<file path="src/sv/spr_pkg.sv">
// spr_pkg: shared types, constants and the crc byte update for the status packet receiver
// no dependencies; imported by every module of the block
package spr_pkg;

  // header bytes and crc polynomial
  localparam logic [7:0]  HDR_SYNC     = 8'hFF;
  localparam logic [7:0]  HDR_MARK     = 8'hFD;
  localparam logic [7:0]  HDR_RSVD     = 8'h00;
  localparam logic [15:0] CRC_POLY     = 16'h8005;
  localparam logic [16:0] HEAD_BYTES   = 17'd7;
  localparam logic [8:0]  TOTAL_SAT    = 9'd511;

  // byte positions inside the packet and the smallest length value
  localparam logic [8:0]  POS_SYNC0    = 9'd0;
  localparam logic [8:0]  POS_SYNC1    = 9'd1;
  localparam logic [8:0]  POS_MARK     = 9'd2;
  localparam logic [8:0]  POS_RSVD     = 9'd3;
  localparam logic [8:0]  POS_ID       = 9'd4;
  localparam logic [8:0]  POS_LEN_LO   = 9'd5;
  localparam logic [8:0]  POS_LEN_HI   = 9'd6;
  localparam logic [8:0]  POS_INSTR    = 9'd7;
  localparam logic [8:0]  POS_ERROR    = 9'd8;
  localparam logic [15:0] MIN_LENGTH   = 16'd4;

  // configuration register indexes
  localparam logic [7:0]  CFG_MAX_LEN  = 8'd0;
  localparam logic [7:0]  CFG_OPCODE   = 8'd1;

  // reset values of the configuration registers
  localparam logic [8:0]  MAX_LEN_RST  = 9'd128;
  localparam logic [7:0]  OPCODE_RST   = 8'd85;

  // result kinds
  localparam logic        KIND_PARAM   = 1'b0;
  localparam logic        KIND_VERDICT = 1'b1;

  typedef enum logic [2:0] {
    VERD_OK       = 3'd0,
    VERD_BAD_HDR  = 3'd1,
    VERD_TOO_LONG = 3'd2,
    VERD_BAD_LEN  = 3'd3,
    VERD_CRC_ERR  = 3'd4,
    VERD_NOT_STAT = 3'd5
  } verdict_t;

  // one result transaction
  typedef struct packed {
    logic       item_kind;
    logic [7:0] payload_byte;
    logic [7:0] source_id;
    logic [7:0] device_error;
    verdict_t   verdict;
    logic [8:0] total_length;
    logic       last;
  } result_t;

  // crc-16, poly 0x8005, msb first, one byte
  function automatic logic [15:0] crc16_add(input logic [15:0] crc, input logic [7:0] b);
    logic [15:0] c;
    c = crc ^ {b, 8'h00};
    for (int k = 0; k < 8; k++) begin
      c = c[15] ? ({c[14:0], 1'b0} ^ CRC_POLY) : {c[14:0], 1'b0};
    end
    return c;
  endfunction

  // clamp a total length to the 9-bit field
  function automatic logic [8:0] sat_total(input logic [16:0] t);
    return (t > {8'd0, TOTAL_SAT}) ? TOTAL_SAT : t[8:0];
  endfunction

endpackage

</file>
<file path="src/sv/status_packet_receiver.sv">
// status_packet_receiver: framed status packet parser with crc-16 check
// path: an accepted byte is registered in the parser's input register, and its result in the result buffer
// throughput: one byte per cycle while in_stall is low; the three-entry result buffer limits how far
// the input runs ahead while the output is stalled
// reset: synchronous active-low rst_n clears the packet state and buffer,
// loads max_packet_length 128 and status_opcode 85
module status_packet_receiver import spr_pkg::*; #(
  parameter int PACKET_LIMIT = 256
) (
  input  logic       clk,
  input  logic       rst_n,
  input  logic       in_valid,
  output logic       in_stall,
  input  logic [7:0] in_rx_byte,
  output logic       out_valid,
  input  logic       out_stall,
  output logic       out_item_kind,
  output logic [7:0] out_payload_byte,
  output logic [7:0] out_source_id,
  output logic [7:0] out_device_error,
  output logic [2:0] out_verdict,
  output logic [8:0] out_total_length,
  output logic       out_last,
  input  logic       cfg_valid,
  output logic       cfg_ready,
  input  logic [7:0] cfg_index,
  input  logic [8:0] cfg_data
);

  logic       in_accept;
  logic       busy;
  logic       res_valid;
  result_t    res;
  result_t    head;
  logic [1:0] fifo_cnt;
  logic [8:0] max_len_r;
  logic [7:0] opcode_r;

  // room for the byte in flight and one more
  assign in_stall  = ({1'b0, fifo_cnt} + {2'd0, busy}) >= 3'd3;
  assign in_accept = in_valid && !in_stall;
  assign cfg_ready = 1'b1;

  // configuration registers
  always_ff @(posedge clk) begin
    if (!rst_n) begin
      max_len_r <= MAX_LEN_RST;
      opcode_r  <= OPCODE_RST;
    end else if (cfg_valid && cfg_ready) begin
      if (cfg_index == CFG_MAX_LEN) begin
        max_len_r <= cfg_data;
      end
      if (cfg_index == CFG_OPCODE) begin
        opcode_r <= cfg_data[7:0];
      end
    end
  end

  spr_parser #(
    .PACKET_LIMIT(PACKET_LIMIT)
  ) u_parser (
    .clk       (clk),
    .rst_n     (rst_n),
    .accept    (in_accept),
    .rx_byte   (in_rx_byte),
    .max_len   (max_len_r),
    .status_op (opcode_r),
    .busy      (busy),
    .res_valid (res_valid),
    .res       (res)
  );

  spr_out_fifo u_out_fifo (
    .clk       (clk),
    .rst_n     (rst_n),
    .push      (res_valid),
    .push_data (res),
    .pop       (!out_stall),
    .not_empty (out_valid),
    .count     (fifo_cnt),
    .head      (head)
  );

  // result transaction fields
  assign out_item_kind    = head.item_kind;
  assign out_payload_byte = head.payload_byte;
  assign out_source_id    = head.source_id;
  assign out_device_error = head.device_error;
  assign out_verdict      = head.verdict;
  assign out_total_length = head.total_length;
  assign out_last         = head.last;

endmodule

</file>
<file path="src/sv/spr_parser.sv">
// spr_parser: input byte register, packet state and the per-byte parse logic
// depends on spr_pkg (types, constants, crc function)
module spr_parser import spr_pkg::*; #(
  parameter int PACKET_LIMIT = 256
) (
  input  logic       clk,
  input  logic       rst_n,
  input  logic       accept,
  input  logic [7:0] rx_byte,
  input  logic [8:0] max_len,
  input  logic [7:0] status_op,
  output logic       busy,
  output logic       res_valid,
  output result_t    res
);

  logic        vld_r;
  logic [7:0]  byte_r;
  logic [8:0]  pos_r, pos_nxt;
  logic [15:0] crc_r, crc_nxt;
  logic        hdr_good_r, hdr_good_nxt;
  logic [15:0] len_r, len_nxt;
  logic [7:0]  id_r, id_nxt;
  logic [7:0]  op_r, op_nxt;
  logic [7:0]  err_r, err_nxt;
  logic [7:0]  crc_lo_r, crc_lo_nxt;

  logic [15:0] crc_upd;
  logic [15:0] len_full;
  logic [16:0] total_head;
  logic [16:0] total_body;
  logic [16:0] pos_ext;
  logic        restart;

  assign busy       = vld_r;
  assign crc_upd    = crc16_add(crc_r, byte_r);
  assign len_full   = {byte_r, len_r[7:0]};
  assign total_head = HEAD_BYTES + {1'b0, len_full};
  assign total_body = HEAD_BYTES + {1'b0, len_r};
  assign pos_ext    = {8'd0, pos_r} + 17'd2;

  // input register
  always_ff @(posedge clk) begin
    if (!rst_n) begin
      vld_r <= 1'b0;
    end else begin
      vld_r <= accept;
    end
    if (accept) begin
      byte_r <= rx_byte;
    end
  end

  // parse one byte
  always_comb begin
    pos_nxt      = pos_r;
    crc_nxt      = crc_r;
    hdr_good_nxt = hdr_good_r;
    len_nxt      = len_r;
    id_nxt       = id_r;
    op_nxt       = op_r;
    err_nxt      = err_r;
    crc_lo_nxt   = crc_lo_r;
    restart      = 1'b0;
    res_valid    = 1'b0;
    res          = '0;
    res.source_id    = id_r;
    res.device_error = err_r;
    if (vld_r) begin
      if (pos_r < POS_INSTR) begin
        // head bytes
        crc_nxt = crc_upd;
        pos_nxt = pos_r + 9'd1;
        if ((pos_r == POS_SYNC0 || pos_r == POS_SYNC1) && byte_r != HDR_SYNC) begin
          hdr_good_nxt = 1'b0;
        end
        if (pos_r == POS_MARK && byte_r != HDR_MARK) begin
          hdr_good_nxt = 1'b0;
        end
        if (pos_r == POS_RSVD && byte_r != HDR_RSVD) begin
          hdr_good_nxt = 1'b0;
        end
        if (pos_r == POS_ID) begin
          id_nxt = byte_r;
        end
        if (pos_r == POS_LEN_LO) begin
          len_nxt = {len_r[15:8], byte_r};
        end
        if (pos_r == POS_LEN_HI) begin
          len_nxt = len_full;
          res.item_kind = KIND_VERDICT;
          res.last      = 1'b1;
          // header fault wins, then the length checks
          priority if (!hdr_good_r) begin
            res_valid    = 1'b1;
            res.verdict  = VERD_BAD_HDR;
            restart      = 1'b1;
          end else if (total_head > {8'd0, max_len} ||
                       total_head > 17'(PACKET_LIMIT)) begin
            res_valid        = 1'b1;
            res.verdict      = VERD_TOO_LONG;
            res.total_length = sat_total(total_head);
            restart          = 1'b1;
          end else if (len_full < MIN_LENGTH) begin
            res_valid        = 1'b1;
            res.verdict      = VERD_BAD_LEN;
            res.total_length = sat_total(total_head);
            restart          = 1'b1;
          end else begin
            res_valid = 1'b0;
          end
        end
      end else begin
        res.total_length = sat_total(total_body);
        priority if (pos_ext < total_body) begin
          // instruction, error and parameter bytes
          crc_nxt = crc_upd;
          pos_nxt = pos_r + 9'd1;
          priority if (pos_r == POS_INSTR) begin
            op_nxt = byte_r;
          end else if (pos_r == POS_ERROR) begin
            err_nxt = byte_r;
          end else begin
            res_valid        = 1'b1;
            res.item_kind    = KIND_PARAM;
            res.payload_byte = byte_r;
          end
        end else if (pos_ext == total_body) begin
          // crc low byte
          crc_lo_nxt = byte_r;
          pos_nxt    = pos_r + 9'd1;
        end else begin
          // crc high byte closes the packet
          res_valid     = 1'b1;
          res.item_kind = KIND_VERDICT;
          res.last      = 1'b1;
          priority if ({byte_r, crc_lo_r} != crc_r) begin
            res.verdict = VERD_CRC_ERR;
          end else if (op_r != status_op) begin
            res.verdict = VERD_NOT_STAT;
          end else begin
            res.verdict = VERD_OK;
          end
          restart = 1'b1;
        end
      end
      if (restart) begin
        pos_nxt      = '0;
        crc_nxt      = '0;
        hdr_good_nxt = 1'b1;
        len_nxt      = '0;
        id_nxt       = '0;
        op_nxt       = '0;
        err_nxt      = '0;
        crc_lo_nxt   = '0;
      end
    end
  end

  // packet state
  always_ff @(posedge clk) begin
    if (!rst_n) begin
      pos_r      <= '0;
      crc_r      <= '0;
      hdr_good_r <= 1'b1;
      len_r      <= '0;
      id_r       <= '0;
      op_r       <= '0;
      err_r      <= '0;
      crc_lo_r   <= '0;
    end else begin
      pos_r      <= pos_nxt;
      crc_r      <= crc_nxt;
      hdr_good_r <= hdr_good_nxt;
      len_r      <= len_nxt;
      id_r       <= id_nxt;
      op_r       <= op_nxt;
      err_r      <= err_nxt;
      crc_lo_r   <= crc_lo_nxt;
    end
  end

endmodule

</file>
<file path="src/sv/spr_out_fifo.sv">
// spr_out_fifo: three-entry result buffer that registers results toward the output
// depends on spr_pkg (result_t)
module spr_out_fifo import spr_pkg::*; (
  input  logic       clk,
  input  logic       rst_n,
  input  logic       push,
  input  result_t    push_data,
  input  logic       pop,
  output logic       not_empty,
  output logic [1:0] count,
  output result_t    head
);

  localparam logic [1:0] LAST_IDX = 2'd2;

  result_t    mem_r [3];
  logic [1:0] wr_ptr_r, wr_ptr_nxt;
  logic [1:0] rd_ptr_r, rd_ptr_nxt;
  logic [1:0] cnt_r, cnt_nxt;
  logic       do_pop;

  assign not_empty = (cnt_r != 2'd0);
  assign count     = cnt_r;
  assign head      = mem_r[rd_ptr_r];
  assign do_pop    = pop && not_empty;

  // pointer and count update
  always_comb begin
    wr_ptr_nxt = wr_ptr_r;
    rd_ptr_nxt = rd_ptr_r;
    cnt_nxt    = cnt_r;
    if (push) begin
      wr_ptr_nxt = (wr_ptr_r == LAST_IDX) ? 2'd0 : wr_ptr_r + 2'd1;
    end
    if (do_pop) begin
      rd_ptr_nxt = (rd_ptr_r == LAST_IDX) ? 2'd0 : rd_ptr_r + 2'd1;
    end
    unique case ({push, do_pop})
      2'b10:   cnt_nxt = cnt_r + 2'd1;
      2'b01:   cnt_nxt = cnt_r - 2'd1;
      default: cnt_nxt = cnt_r;
    endcase
  end

  always_ff @(posedge clk) begin
    if (!rst_n) begin
      wr_ptr_r <= '0;
      rd_ptr_r <= '0;
      cnt_r    <= '0;
    end else begin
      wr_ptr_r <= wr_ptr_nxt;
      rd_ptr_r <= rd_ptr_nxt;
      cnt_r    <= cnt_nxt;
    end
    if (push) begin
      mem_r[wr_ptr_r] <= push_data;
    end
  end

endmodule

</file>
<file path="config.mk">
export PLATFORM = sky130hd
export DESIGN_NAME = status_packet_receiver
export DESIGN_NICKNAME = d
export VERILOG_FILES = /design/src/sv/spr_pkg.sv /design/src/sv/status_packet_receiver.sv /design/src/sv/spr_parser.sv /design/src/sv/spr_out_fifo.sv
export SDC_FILE = /design/constraint.sdc
export NUM_CORES = 1
export LEC_CHECK = 0
export BUFFER_PORTS_ARGS = -buffer_cell sky130_fd_sc_hd__buf_2
export CAP_MARGIN = 20
export CORE_MARGIN = 5
export CORE_UTILIZATION = 55
export CTS_CLUSTER_DIAMETER = 80
export DETAILED_ROUTE_END_ITERATION = 10
export PLACE_DENSITY = 0.85
export SLEW_MARGIN = 20
export SYNTH_ARGS = -nofsm -noshare
export SYNTH_HDL_FRONTEND = slang
export SYNTH_SLANG_ARGS = --single-unit
</file>
<file path="constraint.sdc">
create_clock -name clk -period 5.9 [get_ports clk]
set_input_delay 1.18 -clock clk [delete_from_list [all_inputs] [get_ports clk]]
set_output_delay 1.18 -clock clk [all_outputs]
set_load 0.005 [all_outputs]
</file>
==> results of run 1 <==
==> registers in the layout (all words and copies together) (netlist names), 2 cells and up, named ones only <==
name                 flops
u_parser.err_r           8
u_parser.byte_r          8
max_len_r                9
u_parser.crc_r          16
u_out_fifo.wr_ptr_r      2
u_out_fifo.mem_r       111
u_parser.pos_r           9
u_parser.id_r            8
u_out_fifo.count         2
opcode_r                 8
u_out_fifo.rd_ptr_r      2
u_parser.op_r            8
u_parser.len_r          16
u_parser.crc_lo_r        8
==> how the worst max path moves through the flow <==
stage	startpoint	end	slack, ps	cells past startpoint
after floorplan	u_parser.len_r[0]$_SDFFE_PN0P_	u_out_fifo.mem_r[2][0]$_DFFE_PP_	490	18
after global placement	u_parser.len_r[0]$_SDFFE_PN0P_	u_out_fifo.mem_r[1][17]$_DFFE_PP_	1030	17
after detailed placement	u_parser.len_r[0]$_SDFFE_PN0P_	u_out_fifo.mem_r[1][17]$_DFFE_PP_	870	17
after CTS	u_parser.len_r[0]$_SDFFE_PN0P_	u_out_fifo.mem_r[1][21]$_DFFE_PP_	850	17
after global routing	u_parser.len_r[0]$_SDFFE_PN0P_	u_out_fifo.mem_r[1][21]$_DFFE_PP_	520	17
final	u_parser.len_r[0]$_SDFFE_PN0P_	u_out_fifo.mem_r[1][23]$_DFFE_PP_	850	17
==> logic make-up (layout without fill, tap and decap cells) <==
group / count (synthesis) / after routing / share of synthesized area
compound gates: 163 / 163 / 0.113
xor+xnor: 62 / 62 / 0.0549
fa+ha+maj: 29 / 29 / 0.0357
buf+inv: 77 / 156 / 0.0319
flops: 219 / 219 / 0.550
mux: 66 / 66 / 0.0653
other cells: 1 / 1 / 0.000370
simple gates: 298 / 298 / 0.149
==> worst min-delay path, stage by stage, from the launching register on <==
cell and delay, ps:
dfxtp_1 340, nand2_1 50, o21ai_0 60
==> synth_stat cells, drive strengths merged (4+ instances only) <==
| cell type | n | area share |
|---|---|---|
| edfxtp | 119 | 0.35 |
| nand2 | 111 | 0.041 |
| dfxtp | 100 | 0.20 |
| o21ai | 77 | 0.040 |
| mux2i | 65 | 0.064 |
| nor2 | 47 | 0.017 |
| inv | 35 | 0.013 |
| xnor2 | 33 | 0.029 |
| nand3 | 30 | 0.015 |
| ha | 28 | 0.035 |
| xor2 | 28 | 0.024 |
| a22o | 24 | 0.021 |
| clkbuf | 24 | 0.0089 |
| and3 | 23 | 0.015 |
| a21oi | 21 | 0.013 |
| buf | 18 | 0.010 |
| nand4 | 14 | 0.0086 |
| nor4 | 13 | 0.0080 |
| and2 | 11 | 0.0068 |
| nor3 | 10 | 0.0070 |
| nand2b | 8 | 0.0049 |
| a32o | 7 | 0.0069 |
| or3 | 5 | 0.0031 |
| a211oi | 4 | 0.0054 |
| nor3b | 4 | 0.0039 |
| o31ai | 4 | 0.0030 |
| or2 | 4 | 0.0027 |
==> through the flow <==
| stage | setup WS (ps) | power (W) | hold slack, ps |
|---|---|---|---|
| floorplan | 492 | 0.00177 | 443 |
| global placement | 1030 | 0.00181 | 457 |
| detailed placement | 872 | 0.00182 | 466 |
| CTS | 848 | 0.00320 | 475 |
| global route | 518 | 0.00329 | 492 |
| finish | 847 | 0.00318 | 478 |
==> power by group through the flow <==
stage	logic [W]	clock network [W]	registers, W
floorplan	0.000116	0	0.00165
global placement	0.000149	0	0.00167
detailed placement	0.000152	0	0.00167
CTS	0.000154	0.00141	0.00163
global route	0.000170	0.00148	0.00163
finish	0.000155	0.00139	0.00163
==> area by class of cell <==
class | instances | area (sq um)
inverter | 35 | 131
clock buffer | 33 | 633
sequential | 219 | 5580
fill | 1397 | 6600
tap | 229 | 287
multi-input combinational | 619 | 4260
clock inverter | 7 | 93.8
timing repair buffer | 81 | 435
==> layout by cell type (no fill, tap or decap), types with 30 or more instances in the layout <==
cell type  synthesis  layout
buf_2              6      69
dfxtp_1          100      98
edfxtp_1         119     119
inv_1             35      35
mux2i_1           65      65
nand2_1          110     110
nand3_1           30      30
nor2_1            47      47
o21ai_0           75      75
xnor2_1           33      33
==> routing by layer <==
| metal | GRT usage | up-vias | share of wire |
|---|---|---|---|
| li1 | - | 3447 | - |
| met1 | 0.297 | 3453 | 0.43 |
| met3 | 0.0361 | 44 | 0.079 |
| met2 | 0.345 | 291 | 0.47 |
| met4 | 0.0504 | 0 | 0.019 |
| met5 | 0 | - | 0 |
==> impl_metrics.toml, run 1 <==
[run_status]
status = "finished, final reports clean"

[critical_path]
crit_chain = "inv_1, ha_1, nor2b_1, nor3_2, xor2_1, inv_1, ha_1, nand4_1, a21oi_1, nor4_1, o311ai_1, and3_4, or3b_4, o21ai_4, a21oi_4, nor3b_4, buf_4"
crit_type = "flip-flop to flip-flop"
reg2reg_slack_ps = 850
r2r-end = "u_out_fifo.mem_r[1][23]$_DFFE_PP_"
cp_data_arrival_time_ps = 5250
worstPathMaxFanout = 14
cp.buffers_inverters = 3
crit_path_max_incr_delay_ps = 570
end_kind = "flip-flop"
slowest_stage = "dfxtp_1"
reg2reg_from = "u_parser.len_r[0]$_SDFFE_PN0P_"
crit_required_ps = 6090
r2r_cells = 17
cp_top_family = "simple AND/OR/NAND/NOR gates"
critPathLaunchType = "flip-flop"

[power_and_ir_drop]
leakagePower_nw = 4.09
irDropWorstVdd_uv = 264
clkPwrFrac = 0.438
p_per_area_nw_per_um2 = 278
p_seq_frac = 0.514
swShare = 0.212
power_frac_comb = 0.049
p_int_w = 0.00251
p_sw_w = 0.000674

[synth]
synth-seq-area-share = 0.550
ys_warn_count = 0
synth-async-reset-ratio = 0
syn_inst = 915
avgSynthCellArea_sq_um = 11.1
synth_edf_count = 119
synth_cell_types = 75
syn_nets = 973
syn_area_sq_um = 10100
yosys_register_bits = 219
synthFlopType = "edfxtp_1"

[timing]
final.min_clock_period_ps = 5050
worstMarginPinSlew_ps = 976
relSlewSlack = 0.347
setup_tns_ps = 0
skew_ps = 11.9
max_freq_mhz = 198
rsz0062_at_grt = "no"
min_period_over_period = 0.856
final_hold_viol_count = 0
final-setup-viol-count = 0
final_max_slew_viol_count = 0

[cts]
numCtsBuffers = 22
cts_setup_buffers = 0
cts.sinks = 219
htreeDepth = 1
cts_root_buf = "clkbuf_16"
hold_buffers = 0
path_clk_slew_ps = 60
cts_resized = 0
cts_buffer_depth = 3
tritoncts = "built"
clk_latency_ps = 500

[final_layout]
utilization = 0.634
n_antenna_cell = 0
stdcell_count = 1223
synthToLayoutAreaGrowth_pct = 12.7
nets = 1036
post_route_cells_drive_above_1_share = 0.144
stdcell_area_sq_um = 11400

[global_routing]
first_global_vias = 7047
gr-total-overflow = 0
grt_antenna_before_repair = 0
grtUsageTotal = 0.211
grt_first_pass_wirelength_um = 37100
grt_max_degree = 75

[hold_path]
min_from = "u_parser.crc_r[14]$_SDFFE_PN0P_"
whs_endpoint = "u_parser.crc_r[14]$_SDFFE_PN0P_"
hp-class = "flip-flop to flip-flop"
hold_depth = 2

[floorplanning]
rows = 49
core_area_sq_um = 18000
io_pins = 71
dieWidth_um = 146
initial_core_util = 0.562
die_h_um = 146
dieArea_sq_um = 21200

[placement]
place_hpwl_um = 15900
finalWeightedCongestion = 0.978
post-place-cells = 1183
io_buffers = 69
place_area_sq_um = 10700

[detailed_routing]
wl_per_cell_um = 19.0
vias_per_cell = 5.92
drc = 0
ant_nets = 0
firstDrtPassIters = 5
wirelength_um = 23200
dr.first_iter.drc_count = 678
vias = 7235

[job]
maxCapViolCount = 0
Note: power is estimated with default switching activity, not from simulation.
==> run 2: changes to the inputs <==
--- a/config.mk
+++ b/config.mk
@@ -11,8 +11,9 @@
 export CORE_UTILIZATION = 55
 export CTS_CLUSTER_DIAMETER = 80
 export DETAILED_ROUTE_END_ITERATION = 10
-export PLACE_DENSITY = 0.85
+export PLACE_DENSITY = 0.84
 export SLEW_MARGIN = 20
 export SYNTH_ARGS = -nofsm -noshare
 export SYNTH_HDL_FRONTEND = slang
+export SYNTH_HIERARCHICAL = 1
 export SYNTH_SLANG_ARGS = --single-unit
==> impl_metrics.toml, run 2 <==
[run_status]
status = "finished, final reports clean"

[job]
maxCapViolCount = 0

[floorplanning]
rows = 50
io_pins = 71
dieWidth_um = 149
die_h_um = 149
core_area_sq_um = 18900
dieArea_sq_um = 22200
initial_core_util = 0.563

[power_and_ir_drop]
p_seq_frac = 0.534
power_frac_comb = 0.047
p_sw_w = 0.000669
irDropWorstVdd_uv = 191
p_per_area_nw_per_um2 = 264
p_int_w = 0.00245
leakagePower_nw = 4.07
swShare = 0.215
clkPwrFrac = 0.419

[final_layout]
synthToLayoutAreaGrowth_pct = 11.1
top_register = "u_out_fifo/mem_r"
nets = 1069
reg_top3 = "u_out_fifo/mem_r: 114 flops, u_parser/crc_r: 16 flops, u_parser/len_r: 16 flops"
post_route_cells_drive_above_1_share = 0.145
most-common-layout-cells = "122 x edfxtp_1, 116 x nand2_1, 98 x dfxtp_1, 68 x buf_2, 59 x mux2i_1"
n_antenna_cell = 0
layout_commonest_cell = "edfxtp_1"
largest_register_ffs = 114

[global_routing]
grt_max_degree = 101
use_met3 = 0.0389
use_met1 = 0.295
grtUsageTotal = 0.211
grt_antenna_before_repair = 1
gr-total-overflow = 0
grt_first_pass_wirelength_um = 38200
grtUsageMet2 = 0.346
first_global_vias = 7291
grt.busiest_layer = "met2"

[cts]
clk_latency_ps = 510
numCtsBuffers = 22
cts_buffer_depth = 3
cts_setup_buffers = 0
cts_resized = 0
htreeDepth = 1
cts.sinks = 222
hold_buffers = 0
path_clk_slew_ps = 60
tritoncts = "built"
cts_root_buf = "clkbuf_16"

[critical_path]
worstPathMaxFanout = 39
critPathLaunchType = "flip-flop"
cp_data_arrival_time_ps = 5030
crit_path_max_incr_delay_ps = 490
cp_common_cell = "inv_1"
cp_top_family = "compound AO/OA/AOI/OAI gates"
crit_type = "flip-flop to flip-flop"
slowest_stage = "dfxtp_1"
end_kind = "flip-flop"
crit_chain = "inv_1, ha_1, nor2b_1, or3_1, xor2_1, inv_1, ha_1, inv_1, o31a_1, o211a_1, o211ai_4, nand3_1, a21oi_1, inv_2, nor3_4, buf_4"
cp.buffers_inverters = 5
crit_required_ps = 6040

[synth]
yosys.cell_count.top_type = "edfxtp_1"
syn_nets = 1022
synth_common_cells = "122 x edfxtp_1, 116 x nand2_1, 100 x dfxtp_1, 59 x mux2i_1, 50 x o21ai_1"
yosys_register_bits = 222
ys_warn_count = 6
synth_edf_count = 122
synth-async-reset-ratio = 0
avgSynthCellArea_sq_um = 11.1
synthTopCellsByArea = "edfxtp_1 34%, dfxtp_1 19%, mux2i_1 5.5%"
synthFlopType = "edfxtp_1"
yosysTopAreaCell = "edfxtp_1"
synth_top_area_frac = 0.344
synth_cell_types = 82
synth-seq-area-share = 0.532
syn_area_sq_um = 10600
syn_inst = 961

[hold_path]
hp-class = "flip-flop to flip-flop"

[detailed_routing]
wirelength_um = 23400
vias_per_cell = 5.86
ant_nets = 0
vias = 7527
firstDrtPassIters = 5
dr.first_iter.drc_count = 692
wl_per_cell_um = 18.2
drc = 0

[placement]
pre_cts_ws_ps = 1040
io_buffers = 69
finalWeightedCongestion = 0.927
place_hpwl_um = 16200

[timing]
final.min_clock_period_ps = 4880
skew_ps = 11.8
final_max_slew_viol_count = 0
final-setup-viol-count = 0
min_period_over_period = 0.827
finalWorstSetupSlack_ps = 1020
setup_tns_ps = 0
max_freq_mhz = 205
relSlewSlack = 0.397
worstMarginPinSlew_ps = 904
final_hold_viol_count = 0
rsz0062_at_grt = "no"
[run 2: changes by cell type after synthesis, sizes merged, moves of 10 or more]
cell and delta:
and2 +13, nor2 -19, clkbuf +13, and3 -18
xor2 -12, nor2b +13, a32oi +25, a22o -10
xnor2 +12
[run 2: worst min-delay path, stage by stage, from the launching register on]
cell and delay, ps:
dfxtp_1 310, nand2_1 50, mux2i_1 50
[run 2: area by class of cell]
class | instances | area (sq um)
multi-input cells | 649 | 4600
clock inverters | 9 | 82.6
fillers | 1520 | 7070
inverters | 33 | 124
clock buffers | 31 | 594
flip-flops and latches | 222 | 5670
repair buffers | 80 | 430
well taps | 260 | 325
[run 2: layer usage]
layer | vias up | part of all wire
met5 | - | 0.00051
met2 | 249 | 0.47
met4 | 2 | 0.022
li1 | 3630 | -
met3 | 44 | 0.075
met1 | 3602 | 0.44
[run 2: through the flow]
step / hold slack (ps) / total power, W / cell area (sq um) / cells / util
after global placement: 445 / 0.00184 / 11100 / 1244 / 0.590
after CTS: 464 / 0.00315 / 11800 / 1284 / 0.626
after floorplan: 435 / 0.00180 / 10600 / 961 / -
after global routing: 497 / 0.00323 / 11800 / 1284 / 0.626
after detailed placement: 455 / 0.00184 / 11100 / 1244 / 0.590
final: 462 / 0.00312 / 11800 / 1284 / 0.626
[run 2: power by group through the flow]
stage / Clock (W) / Combinational (W) / Sequential (W)
floorplan: 0 / 0.000123 / 0.00168
global placement: 0 / 0.000143 / 0.00170
detailed placement: 0 / 0.000145 / 0.00170
CTS: 0.00134 / 0.000147 / 0.00166
global route: 0.00140 / 0.000163 / 0.00167
finish: 0.00131 / 0.000148 / 0.00167
[run 2: path summary, 6_finish.rpt]
path	slack [ps]	cells after the start	from	to
hold / removal	460	2	max_len_r[4]$_SDFFE_PN0P_	max_len_r[4]$_SDFFE_PN0P_
setup reg to reg	1020	16	u_parser/len_r[0]$_SDFFE_PN0P_	u_out_fifo/mem_r[0][14]$_DFFE_PP_
setup / recovery	1020	16	u_parser/len_r[0]$_SDFFE_PN0P_	u_out_fifo/mem_r[0][14]$_DFFE_PP_
hold reg to reg	460	2	max_len_r[4]$_SDFFE_PN0P_	max_len_r[4]$_SDFFE_PN0P_
[run 2: cell families after synthesis]
family / Yosys count / synth area share
adder cells (fa/ha/maj): 31 / 0.0364
XOR/XNOR: 62 / 0.0523
buffers and inverters: 90 / 0.0381
AND/OR/NAND/NOR: 295 / 0.143
multiplexers: 59 / 0.0555
flip-flops: 222 / 0.532
AO/OA/AOI/OAI: 201 / 0.142
other: 1 / 0.000352
